## src/sv/assert_macros.svh

```systemverilog
// assertion helper macros for the rtl files
`ifndef ASSERT_MACROS_SVH
`define ASSERT_MACROS_SVH

`ifndef SYNTHESIS
// same-cycle implication, checked out of reset
`define ASSERT_IMP(lbl, clk, rstn, ante, cons) \
  lbl: assert property (@(posedge clk) disable iff (!rstn) (ante) |-> (cons)) \
    else $error("assertion failed");
// next-cycle implication, checked out of reset
`define ASSERT_NXT(lbl, clk, rstn, ante, cons) \
  lbl: assert property (@(posedge clk) disable iff (!rstn) (ante) |=> (cons)) \
    else $error("assertion failed");
`else
`define ASSERT_IMP(lbl, clk, rstn, ante, cons)
`define ASSERT_NXT(lbl, clk, rstn, ante, cons)
`endif

`endif

```

## src/sv/obpc_pkg.sv

```systemverilog
// shared constants and register codes of the oriented box point counter
package obpc_pkg;

  localparam int DEF_COORD_BITS     = 18;
  localparam int DEF_COEF_FRAC_BITS = 14;
  localparam int DEF_MAX_POINTS     = 131072;

  localparam int CFG_IDX_BITS    = 3;
  localparam int MIN_PTS_BITS    = 18;
  localparam int COUNT_OUT_BITS  = 18;
  localparam int OUT_TDATA_W     = 24;

  typedef enum logic [CFG_IDX_BITS-1:0] {
    REG_ROT_ROW0   = 3'd0,
    REG_ROT_ROW1   = 3'd1,
    REG_ROT_ROW2   = 3'd2,
    REG_BOX_ORIGIN = 3'd3,
    REG_X_BOUNDS   = 3'd4,
    REG_Y_BOUNDS   = 3'd5,
    REG_Z_BOUNDS   = 3'd6,
    REG_MIN_POINTS = 3'd7
  } cfg_reg_t;

endpackage

```

## src/sv/obpc_axis_check.sv

```systemverilog
// one local axis: sum of three products against scaled inclusive bounds
module obpc_axis_check import obpc_pkg::*; #(
  parameter int COORD_BITS     = DEF_COORD_BITS,
  parameter int COEF_FRAC_BITS = DEF_COEF_FRAC_BITS
) (
  input  logic signed [COORD_BITS+COEF_FRAC_BITS+2:0] prod [3],
  input  logic [2*COORD_BITS-1:0]                     bounds,
  output logic                                        in_range
);

  localparam int PROD_W = COORD_BITS + COEF_FRAC_BITS + 3;
  localparam int SUM_W  = PROD_W + 2;

  logic signed [SUM_W-1:0] sum;
  logic signed [SUM_W-1:0] lo;
  logic signed [SUM_W-1:0] hi;

  always_comb begin
    sum = SUM_W'(prod[0]) + SUM_W'(prod[1]) + SUM_W'(prod[2]);
    // bounds scaled up by the coefficient fraction
    lo  = SUM_W'(signed'({bounds[COORD_BITS-1:0], {COEF_FRAC_BITS{1'b0}}}));
    hi  = SUM_W'(signed'({bounds[2*COORD_BITS-1:COORD_BITS], {COEF_FRAC_BITS{1'b0}}}));
    in_range = (sum >= lo) && (sum <= hi);
  end

endmodule

```

## config.mk

```make
export PLATFORM = sky130hd
export DESIGN_NAME = obpc_axis_check
export DESIGN_NICKNAME = d
export VERILOG_FILES = /design/src/sv/assert_macros.svh /design/src/sv/obpc_pkg.sv /design/src/sv/obpc_axis_check.sv
export SDC_FILE = /design/constraint.sdc
export NUM_CORES = 1
export LEC_CHECK = 0
export ABC_AREA = 1
export BUFFER_PORTS_ARGS = -buffer_cell sky130_fd_sc_hd__buf_2
export CAP_MARGIN = 10
export CORE_UTILIZATION = 50
export DETAILED_ROUTE_END_ITERATION = 6
export PLACE_DENSITY = 0.79
export SETUP_SLACK_MARGIN = 0.15
export SYNTH_ARGS = -nofsm -noshare
export SYNTH_HDL_FRONTEND = slang
export SYNTH_SLANG_ARGS = --single-unit
```

## constraint.sdc

```tcl
create_clock -name vclk -period 4.45
set_input_delay 0.2225 -clock vclk [all_inputs]
set_output_delay 0.2225 -clock vclk [all_outputs]
set_load 0.01 [all_outputs]
```

After elaboration in Yosys (flattened, before gate mapping)
Index checks and enable logic that the tools add are counted.
{"block": "op_classes", "add_sub_neg": 2, "n_mul": 0, "div_mod_pow": 0, "n_lt_le_gt_ge": 2, "eq_ne": 0, "shift": 0, "muxes": 0, "bitwise": 0, "reduce_logical": 1}
{"cell": "$add 36x35->37", "count": 1}
{"cell": "$ge 37x32->1", "count": 1}
{"cell": "$le 37x32->1", "count": 1}
{"cell": "$add 35x35->36", "count": 1}
{"cell": "$logic_and 1x1->1", "count": 1}
{"block": "totals", "regBits": 0, "latchBits": 0, "mem_bits_rw": 0, "rom_bits": 0, "inputBits": 141, "output_inout_bits": 1, "elab_cells": 5, "memories": 0}

Depth between registers and ports, before layout
{"block": "logic_depth", "depth_word": 4, "ltp_mapped": 26, "mapped_depth_nobuf": 26}

Least setup slack after synthesis
OpenSTA, ideal clock, no wires.
{"block": "synth_timing", "path_type": "input to output", "from": "in prod[1] in the netlist's numbering", "to": "out in_range", "arrival_time_ns": 3.406, "required_ns": 4.228, "path_slack_ns": 0.822, "path_stages": 23, "path_buffers": 0, "cell_sequence": "fa_1 -> ha_1 -> fa_1 -> nand2_1 -> nand2_1 -> and2_1 -> nand2_1 -> nand2_1 -> nand3_1 -> nand3_2 -> a21oi_1 -> xor2_1 -> ha_1 -> nand2_1 -> nor2_1 -> inv_1 -> nor3_1 -> nand3_1 -> nand3_1 -> nand2_1 -> nand2_1 -> nor2_1 -> nor2_1"}
{"block": "synth_via", "elab_chain_len": 3, "word_cells_on_any_way": 4, "classes_between": "add/sub (1); order compare (2); reduce/logical (1)"}
{"element": "from (decl)", "line_no": "obpc_axis_check.sv:6", "text": "input logic signed [COORD_BITS+COEF_FRAC_BITS+2:0] prod [3],"}
{"element": "$add 36x35->37 (*)", "line_no": "obpc_axis_check.sv:19", "text": "sum = SUM_W'(prod[0]) + SUM_W'(prod[1]) + SUM_W'(prod[2]);"}
{"element": "$ge 37x32->1 / $le 37x32->1 (equally long branches)", "line_no": "obpc_axis_check.sv:23", "text": "in_range = (sum >= lo) && (sum <= hi);"}
{"element": "$logic_and 1x1->1 (*)", "line_no": "obpc_axis_check.sv:23"}
{"element": "to (decl)", "line_no": "obpc_axis_check.sv:8", "text": "output logic in_range"}
Every way passes the cells marked *; elsewhere a longest branch is shown, timed or not.

Worst setup path after layout
{"block": "layout_timing", "from": "in prod[26] in the netlist's numbering", "to": "out in_range"}
Same word-level chain as after synthesis.

==> reports/metrics.csv <==
stage,metric,value,unit
pwr,clockPowerShare,0,%
timing,timing.final.crit_share,91.6,%
pwr,internal_power,679,uW
pwr,pwr-share-seq,0,%
yosys,synth_nets,933,
timing,tightest_slew,0.435,ns
final_layout,area_growth,25.9,%
yosys,synth_largest_area_cell,ha_1,
pwr,p_total,1740,uW
critical_path,path_common_cell,nand2_1,
yosys,ys_warn_count,0,
timing,setup_tns,0,ns
final_layout,drive_gt1_share,26.1,%
pwr,p_sw,1060,uW
critical_path,path_delay_family,adder cells,
routing,totalWireLength,13600,um
die,rows,33,
clocking,postCtsHoldBufs,0,
pwr,power.leakage,0.00292,uW
global_route,antenna_found_initial,0,
critical_path,crit_required,4.23,ns
global_route,grt_max_degree,8,
worst_hold_path,hp-class,in2out,
routing,drtIter0Drc,265,
timing,hold_viol_final,0,
placed_design,portBuffers,142,
global_route,grt_pass1_vias,4953,
routing,drc,0,
die,die_w,95.6,um
final_layout,nNetsFinal,1085,
timing,rsz0062_at_grt,false,
yosys,synth_area,0.00438,mm2
global_route,grt_pass1_wl,21300,um
timing,finalSetupViolations,0,
routing,post_drt_wl_per_cell,14.7,um
die,die-area,0.00914,mm2
status,outcome,finished clean,
pwr,power_density,316,mW/mm2
yosys,synth_cell_types,32,
yosys,yosysMostFrequentCell,nand2_1,
critical_path,cp-end-kind,primary output,
die,die_h,95.6,um
flow_run,cap_violations,0,
yosys,syn_inst,675,
routing,drt_pre_antenna_iters,5,
final_layout,n_antenna_cell,0,
critical_path,setup.worst_path.start_class,input port,
critical_path,crit_buf_inv,4,
critical_path,worstPathMaxFanout,4,
pwr,p_sw_share,61.1,%
routing,ant_nets,0,
critical_path,path_cells,"buf_2, fa_1, ha_1, nand2_1, inv_1, a21oi_2, o21ai_0, a21oi_1, nand3_1, xor2_1, ha_1, nand2_1, nor2_2, inv_1, nor3_2, nand3_1, nand3_1, nand2_1, nand2_1, nor2_1, nor2_1, buf_2",
yosys,seq_area_frac_synth,0,%
final_layout,finalInstanceArea,0.00552,mm2
global_route,track_usage,29.6,%
timing,fmax,0.245,GHz
routing,via_per_inst,5.46,
yosys,avgSynthCellArea,6.49,um2
critical_path,arrival,3.86,ns
die,initial_core_util,52.6,%
placed_design,dp_hpwl,12100,um
routing,dr_total_vias,5079,
placed_design,post_dp_cell_area,0.00525,mm2
timing,period_needed,4.08,ns
timing,final-max-slew-violation-count,0,
critical_path,worstSetupPathType,in2out,
global_route,grt_overflow,0,
critical_path,cp_slowest_cell,fa_1,
yosys,synth_top_cell_area_share,23.1,%
timing,maxSlewHeadroom,70.7,%
final_layout,clock_buffers,0,
placed_design,routabilityCongestion,0.943,
final_layout,register_area,0,um2
die,core_area,0.00834,mm2
pwr,combinationalPowerShare,100.0,%
yosys,synth.top_cells.by_count,"nand2_1, inv_1, ha_1, nor2_1, a21oi_1",
pwr,vdd_drop_max,0.131,mV
die,pin_count,142,
final_layout,seq_cell_count,0,
critical_path,cpPeakStageDelay,0.50,ns
yosys,yosys-top-cells-area,"ha_1, fa_1, nand2_1",
final_layout,n_fill_cell,795,
cells in the final DEF (no fill, tap or decap), types with 2 or more instances in the layout:
cell | netlist | routed
ha_2 | 0 | 6
nand3_2 | 4 | 4
a21oi_1 | 56 | 48
nor2_1 | 66 | 63
and2_1 | 2 | 2
nand4_1 | 23 | 23
nor4_1 | 3 | 2
buf_4 | 0 | 8
a21o_2 | 2 | 2
xnor2_1 | 5 | 4
nor2_4 | 4 | 4
o21ai_0 | 26 | 23
a31oi_1 | 4 | 4
nand3b_1 | 3 | 3
o21bai_1 | 4 | 4
a21oi_2 | 3 | 10
nor2_2 | 0 | 3
fa_1 | 36 | 34
fa_2 | 0 | 2
a21o_1 | 2 | 2
nand2_2 | 6 | 8
nor3_1 | 10 | 6
nor3_2 | 0 | 4
ha_4 | 0 | 8
xor2_2 | 0 | 3
nand2_1 | 157 | 154
xor2_1 | 19 | 16
o21a_1 | 5 | 5
or2_2 | 2 | 2
inv_1 | 103 | 103
nor4_2 | 1 | 2
buf_2 | 0 | 142
nand3_1 | 40 | 40
o21ai_1 | 2 | 5
o21ai_2 | 2 | 2
ha_1 | 81 | 67
final timing paths:
path	startpoint	to	slack, ns	depth (start not counted)
min	bounds[18]	in_range	1.27	9
max	prod[26]	in_range	0.37	22
repair_timing:
action	4_1_cts	5_1_grt
setup endpoints to repair	1	1
setup buffers	0	5
gates resized for setup	2	45
pin swaps	0	8
power by group through the flow:
stage | sequential, uW | clock (uW) | combinational, uW
final | 0 | 0 | 1740
after global routing | 0 | 0 | 1950
after CTS | 0 | 0 | 1610
after detailed placement | 0 | 0 | 1600
after global placement | 0 | 0 | 1570
after floorplan | 0 | 0 | 1140
per-stage QoR:
step,instances,utilization [%],worst slack [ns],hold WS [ns]
floorplan,675,-,0.822,0.956
global placement,925,62.9,0.0236,1.25
detailed placement,925,62.9,0.00820,1.26
CTS,925,63.0,0.175,1.27
global route,930,66.2,0.140,1.32
finish,930,66.2,0.372,1.27
final cells by class:
cell class / count / area (um2) / share of cell area, %
tap: 105 / 131 / 2.38
inverter: 104 / 390 / 7.07
multi-input combinational: 571 / 4230 / 76.6
timing repair buffer: 150 / 771 / 14.0
layer usage:
layer / vias up / part of all wire (%) / global-route usage, %
met3: 19 / 5.8 / 2.15
met5: - / 0 / 0
met4: 0 / 1.3 / 4.73
li1: 2550 / - / -
met2: 188 / 48 / 52.0
met1: 2322 / 45 / 40.0
cell families (layout without fill, tap and decap cells):
kind of cell	Yosys count	count (layout)	share of synthesized area (%)
AOI/OAI and AO/OA	109	109	14.0
and+or+nand+nor	321	321	32.7
adders and majority gates	117	117	39.6
xor gates and xnor gates	24	24	4.80
buffers and inverters	104	254	8.91
Power figures use the tool's default switching activity.
