**config.mk**
```make
export PLATFORM = sky130hd
export DESIGN_NAME = obpc_cfg_regs
export DESIGN_NICKNAME = d
export VERILOG_FILES = /design/src/sv/assert_macros.svh /design/src/sv/obpc_pkg.sv /design/src/sv/obpc_cfg_regs.sv
export SDC_FILE = /design/constraint.sdc
export NUM_CORES = 1
export LEC_CHECK = 0
export ABC_AREA = 0
export BUFFER_PORTS_ARGS = -buffer_cell sky130_fd_sc_hd__buf_2
export CAP_MARGIN = 25
export CORE_ASPECT_RATIO = 1.75
export CORE_UTILIZATION = 45
export DETAILED_ROUTE_END_ITERATION = 7
export GPL_ROUTABILITY_DRIVEN = 1
export PLACE_DENSITY = 0.72
export RECOVER_POWER = 50
export SLEW_MARGIN = 10
export SYNTH_ARGS = -nofsm -noshare
export SYNTH_HDL_FRONTEND = slang
export SYNTH_SLANG_ARGS = --single-unit
```
**constraint.sdc**
```tcl
create_clock -name clk -period 1.3 [get_ports clk]
set_input_delay 0.26 -clock clk [delete_from_list [all_inputs] [get_ports clk]]
set_output_delay 0.26 -clock clk [all_outputs]
set_load 0.01 [all_outputs]
```
**src/sv/assert_macros.svh**
```systemverilog
// assertion helper macros for the rtl files
`ifndef ASSERT_MACROS_SVH
`define ASSERT_MACROS_SVH

`ifndef SYNTHESIS
// same-cycle implication, checked out of reset
`define ASSERT_IMP(lbl, clk, rstn, ante, cons) \
  lbl: assert property (@(posedge clk) disable iff (!rstn) (ante) |-> (cons)) \
    else $error("assertion failed");
// next-cycle implication, checked out of reset
`define ASSERT_NXT(lbl, clk, rstn, ante, cons) \
  lbl: assert property (@(posedge clk) disable iff (!rstn) (ante) |=> (cons)) \
    else $error("assertion failed");
`else
`define ASSERT_IMP(lbl, clk, rstn, ante, cons)
`define ASSERT_NXT(lbl, clk, rstn, ante, cons)
`endif

`endif

```
**src/sv/obpc_pkg.sv**
```systemverilog
// shared constants and register codes of the oriented box point counter
package obpc_pkg;

  localparam int DEF_COORD_BITS     = 18;
  localparam int DEF_COEF_FRAC_BITS = 14;
  localparam int DEF_MAX_POINTS     = 131072;

  localparam int CFG_IDX_BITS    = 3;
  localparam int MIN_PTS_BITS    = 18;
  localparam int COUNT_OUT_BITS  = 18;
  localparam int OUT_TDATA_W     = 24;

  typedef enum logic [CFG_IDX_BITS-1:0] {
    REG_ROT_ROW0   = 3'd0,
    REG_ROT_ROW1   = 3'd1,
    REG_ROT_ROW2   = 3'd2,
    REG_BOX_ORIGIN = 3'd3,
    REG_X_BOUNDS   = 3'd4,
    REG_Y_BOUNDS   = 3'd5,
    REG_Z_BOUNDS   = 3'd6,
    REG_MIN_POINTS = 3'd7
  } cfg_reg_t;

endpackage

```
**src/sv/obpc_cfg_regs.sv**
```systemverilog
// configuration register file, write only
module obpc_cfg_regs import obpc_pkg::*; #(
  parameter int COORD_BITS     = DEF_COORD_BITS,
  parameter int COEF_FRAC_BITS = DEF_COEF_FRAC_BITS,
  parameter int CFG_W          = 54
) (
  input  logic                        clk,
  input  logic                        rst_n,
  input  logic                        cfg_we,
  input  logic [CFG_IDX_BITS-1:0]     cfg_index,
  input  logic [CFG_W-1:0]            cfg_wdata,
  output logic [3*(COEF_FRAC_BITS+2)-1:0] rot_row0_r,
  output logic [3*(COEF_FRAC_BITS+2)-1:0] rot_row1_r,
  output logic [3*(COEF_FRAC_BITS+2)-1:0] rot_row2_r,
  output logic [3*COORD_BITS-1:0]     box_origin_r,
  output logic [2*COORD_BITS-1:0]     x_bounds_r,
  output logic [2*COORD_BITS-1:0]     y_bounds_r,
  output logic [2*COORD_BITS-1:0]     z_bounds_r,
  output logic [MIN_PTS_BITS-1:0]     min_points_r
);

  localparam int COEF_BITS = COEF_FRAC_BITS + 2;
  localparam int ROW_W     = 3 * COEF_BITS;

  // identity matrix: one on the diagonal
  localparam logic [ROW_W-1:0] ROW0_RST = ROW_W'(1) << COEF_FRAC_BITS;
  localparam logic [ROW_W-1:0] ROW1_RST = ROW_W'(1) << (COEF_FRAC_BITS + COEF_BITS);
  localparam logic [ROW_W-1:0] ROW2_RST = ROW_W'(1) << (COEF_FRAC_BITS + 2*COEF_BITS);

  always_ff @(posedge clk) begin
    if (!rst_n) begin
      rot_row0_r   <= ROW0_RST;
      rot_row1_r   <= ROW1_RST;
      rot_row2_r   <= ROW2_RST;
      box_origin_r <= '0;
      x_bounds_r   <= '0;
      y_bounds_r   <= '0;
      z_bounds_r   <= '0;
      min_points_r <= MIN_PTS_BITS'(1);
    end else if (cfg_we) begin
      unique case (cfg_reg_t'(cfg_index))
        REG_ROT_ROW0:   rot_row0_r   <= cfg_wdata[ROW_W-1:0];
        REG_ROT_ROW1:   rot_row1_r   <= cfg_wdata[ROW_W-1:0];
        REG_ROT_ROW2:   rot_row2_r   <= cfg_wdata[ROW_W-1:0];
        REG_BOX_ORIGIN: box_origin_r <= cfg_wdata[3*COORD_BITS-1:0];
        REG_X_BOUNDS:   x_bounds_r   <= cfg_wdata[2*COORD_BITS-1:0];
        REG_Y_BOUNDS:   y_bounds_r   <= cfg_wdata[2*COORD_BITS-1:0];
        REG_Z_BOUNDS:   z_bounds_r   <= cfg_wdata[2*COORD_BITS-1:0];
        REG_MIN_POINTS: min_points_r <= cfg_wdata[MIN_PTS_BITS-1:0];
        default:        min_points_r <= min_points_r;
      endcase
    end
  end

endmodule

```
After elaboration in Yosys (flattened, before gate mapping)
Cells that the tools add are included.
Word-level totals
  register bits: 324
  bits in latches: 0
  memory bits (writable): 0
  memory bits (read-only): 0
  output and inout port bits: 324
  word-level logic and storage cells: 24
  memories kept: 0
Operators by class
  $add $sub $neg: 0
  multiply operators: 0
  div/mod/pow operators: 0
  $lt $le $gt $ge: 0
  eq/ne operators: 7
  shifts and indexed selects: 0
  muxes and demuxes: 0
  bitwise logic cells: 0
  reduce and logical (&&, ||, !) cells: 9
Operators by type and width (number)
  $reduce_and 2->1: 8
  $eq 3x3->1 const B: 4
  $eq 3x2->1 const B: 2
  $eq 3x1->1 const B: 1
  $logic_not 3->1: 1

Depth between registers and ports, before layout
  depth after elaboration: 2
  mapped depth: 5
  gate-level depth less buffers: 2

Worst setup path after synthesis
No wires, ideal clock.
  path kind: in2reg
  start point: in cfg_index[0]
  end point: reg rot_row0_r[20]
  library setup time: 0.072 ns
  data arrival time: 1.142 ns
  required time: 1.228 ns
  path slack: 0.086 ns
  stages: 4
  buffers on the path: 2
  path through: nor4b_2 buf_4 buf_6 mux2i_1
On the way
  longest elaborated chain between the ends: 2
Ends and longest elaborated chain
  start, declared: line obpc_cfg_regs.sv:10  | input logic [CFG_IDX_BITS-1:0] cfg_index,
  $logic_not 3->1: line obpc_cfg_regs.sv:41  | unique case (cfg_reg_t'(cfg_index))
  $reduce_and 2->1 (no line)
  end signal, assigned: line obpc_cfg_regs.sv:42  | REG_ROT_ROW0: rot_row0_r <= cfg_wdata[ROW_W-1:0];
  end, declared: line obpc_cfg_regs.sv:12  | output logic [3*(COEF_FRAC_BITS+2)-1:0] rot_row0_r,
No other way between the ends.
A chain may end at the register's enable or synchronous reset.

Worst setup path after layout
  start point: reg box_origin_r[53]
  end point: out box_origin_r[53]
RTL lines
  start, declared: line obpc_cfg_regs.sv:15  | output logic [3*COORD_BITS-1:0] box_origin_r,
  start signal, assigned: line obpc_cfg_regs.sv:45  | REG_BOX_ORIGIN: box_origin_r <= cfg_wdata[3*COORD_BITS-1:0];
No word-level cell between the ends.

==> impl_metrics.json <==
{
  "min_period_ns": 1.28,
  "core_um2": 25400,
  "die_x_um": 124,
  "drc": 0,
  "grt_pass1_vias": 9379,
  "die_h_um": 215,
  "cts_tree": "done",
  "routed_wl_um": 34400,
  "clock-skew-final_ns": 0,
  "post-route-period-util": 0.987,
  "first_iter_violations": 400,
  "h-tree-depth": 1,
  "worst_pin_slew_ns": 0.820,
  "sequentialPowerShare": 0.515,
  "cp.arrival_ns": 1.02,
  "yosysUniqueCellTypes": 14,
  "fin_cells": 1852,
  "p_switching_mw": 4.63,
  "cts_buffers": 28,
  "layout.nets": 1577,
  "swShare": 0.232,
  "antenna_found_initial": 0,
  "grt_usage": 0.250,
  "rows": 77,
  "synth_cells": 1117,
  "worstPathCellList": "buf_2",
  "crit_buf_inv": 1,
  "cp.required_ns": 1.04,
  "syn-num-nets": 1177,
  "wl_per_cell_um": 18.6,
  "drv_slew": 0,
  "maxCapViolations": 0,
  "ctsRootBufferMaster": "clkbuf_16",
  "grt_max_degree": 48,
  "dp_slack_ns": -0.113,
  "fmax_ghz": 0.780,
  "setup_slack_ns": 0.0172,
  "critical_path.max_stage_delay_ns": 0.34,
  "clockBufferDepth": 3,
  "finalHoldViolCount": 0,
  "synth.top_cell.area_share": 0.555,
  "power_leakage_nw": 8.34,
  "critical_path_depth": 1,
  "io_buffers": 383,
  "syn_area_per_cell_um2": 10.5,
  "combPwrFrac": 0.077,
  "ys_ff_latch": 324,
  "seq_area_frac_synth": 0.555,
  "drt-pass1-iter-count": 4,
  "cts.sinks": 324,
  "crit_type": "register to output port",
  "fp.dieArea_um2": 26700,
  "slowest_stage": "dfxtp_1",
  "syn_area_um2": 11700,
  "ys_warn_count": 0,
  "num_vias": 9379,
  "place.gp.congestion": 0.833,
  "hpwl_um": 23800,
  "slew_headroom": 0.454,
  "viasPerCell": 5.06,
  "outcome": "finished clean",
  "setup_viol": 0,
  "critical_path.top_delay_family": "flip-flops",
  "p_int_mw": 15.4,
  "p_clk_frac": 0.407,
  "placed_cells": 1792,
  "power_mw": 20.0,
  "grt_first_pass_wirelength_um": 51200,
  "yosysTopAreaCell": "dfxtp_1",
  "grt_overflow": 0,
  "path_max_fanout": 2,
  "clk_latency_ns": 0.54,
  "ir_worst_vdd_mv": 1.00,
  "cp-end-kind": "output port",
  "io-pin-count": 384,
  "cts.clk_slew.worst_paths_ns": 0.06,
  "drive_above_1_share": 0.471,
  "syn2layout_area_growth_pct": 37.0,
  "whs_path_depth": 3,
  "hold_path.class": "input pin to register",
  "power.density_nw_per_um2": 1250,
  "cp-start-kind": "register",
  "initial_utilization": 0.460,
  "r2r_cells": 3,
  "ant_nets": 0,
  "synth_area_leaders": "dfxtp_1 55%, mux2i_1 28%, nand2_1 12%",
  "diodes": 0
}
==> metrics by stage <==
stage | utilization | setup TNS, ns | instance area (µm²) | hold slack, ns
floorplan | - | 0 | 11700 | 0.399
detailed placement | 0.563 | -9.92 | 14300 | 0.443
CTS | 0.616 | 0 | 15700 | 0.0103
global placement | 0.563 | -3.08 | 14300 | 0.439
finish | 0.630 | 0 | 16000 | 0.0486
global route | 0.630 | -0.0568 | 16000 | 0.0314
==> flip-flops by register name, summed over array words and instances, names as in the netlist <==
register,count
x_bounds_r,36
z_bounds_r,36
rot_row0_r,48
y_bounds_r,36
min_points_r,18
rot_row1_r,48
rot_row2_r,48
box_origin_r,54
==> power groups by stage <==
stage / sequential, mW / combinational, mW / clock (mW)
finish: 10.3 / 1.54 / 8.14
global route: 10.3 / 1.65 / 8.68
floorplan: 10.6 / 0.666 / 0
detailed placement: 10.5 / 1.48 / 0
CTS: 10.3 / 1.54 / 8.28
global placement: 10.5 / 1.46 / 0
==> placed cells by master, fill, tap and decap left out, drive strengths merged <==
cell type    count
buf            419
nand2          374
mux2i          324
dfxtp          324
clkbuf          65
dlygate4sd3      9
nor2b            8
clkinv           4
nand4b           3
nand4bb          2
nor4b            1
and4bb           1
nand4            1
bufinv           1
==> cells in the mapped netlist <==
library cell	instances
and4bb_1	1
nand4_1	1
buf_1	1
buf_2	19
nor2b_1	8
buf_6	5
nand2_1	374
mux2i_1	324
clkbuf_1	36
dfxtp_1	324
nand4bb_1	2
buf_4	18
nand4b_1	3
nor4b_2	1
==> cell type report <==
class / count / area, µm²
Timing Repair Buffer: 449 / 3140
Sequential cell: 324 / 6800
Tap cell: 316 / 395
Multi-Input combinational cell: 714 / 4800
Clock buffer: 44 / 822
Fill cell: 2066 / 9420
Clock inverter: 5 / 53.8
==> routing by layer <==
metal | up-vias | part of all wire | global-route usage
met4 | 0 | 0.051 | 0.131
li1 | 4468 | - | -
met2 | 319 | 0.51 | 0.440
met3 | 87 | 0.059 | 0.0433
met1 | 4505 | 0.38 | 0.280
met5 | - | 0 | 0
==> worst paths after layout <==
path / to / start / slack, ns
worst min register to register: rot_row1_r[31]$_SDFFE_PN0P_ / rot_row1_r[31]$_SDFFE_PN0P_ / 0.45
worst min-delay path: rot_row0_r[14]$_SDFFE_PN1P_ / cfg_wdata[14] / 0.05
worst max register to register: z_bounds_r[26]$_SDFFE_PN0P_ / z_bounds_r[26]$_SDFFE_PN0P_ / 0.60
worst max-delay path: box_origin_r[53] / box_origin_r[53]$_SDFFE_PN0P_ / 0.02
==> cell families (layout without fill, tap and decap cells) <==
kind of cell	Yosys count	after routing	share of synthesized area
buf+inv	79	498	0.0364
mux	324	324	0.277
flops	324	324	0.555
simple gates	390	390	0.131
==> repair_timing <==
| action | CTS | global route |
|---|---|---|
| hold endpoints to repair | 9 | 0 |
| endpoints found under the setup margin | 136 | 193 |
| hold buffers | 9 | 0 |
| buffers inserted | 0 | 2 |
| resized for setup | 168 | 224 |
(Power assumes the default switching activity.)
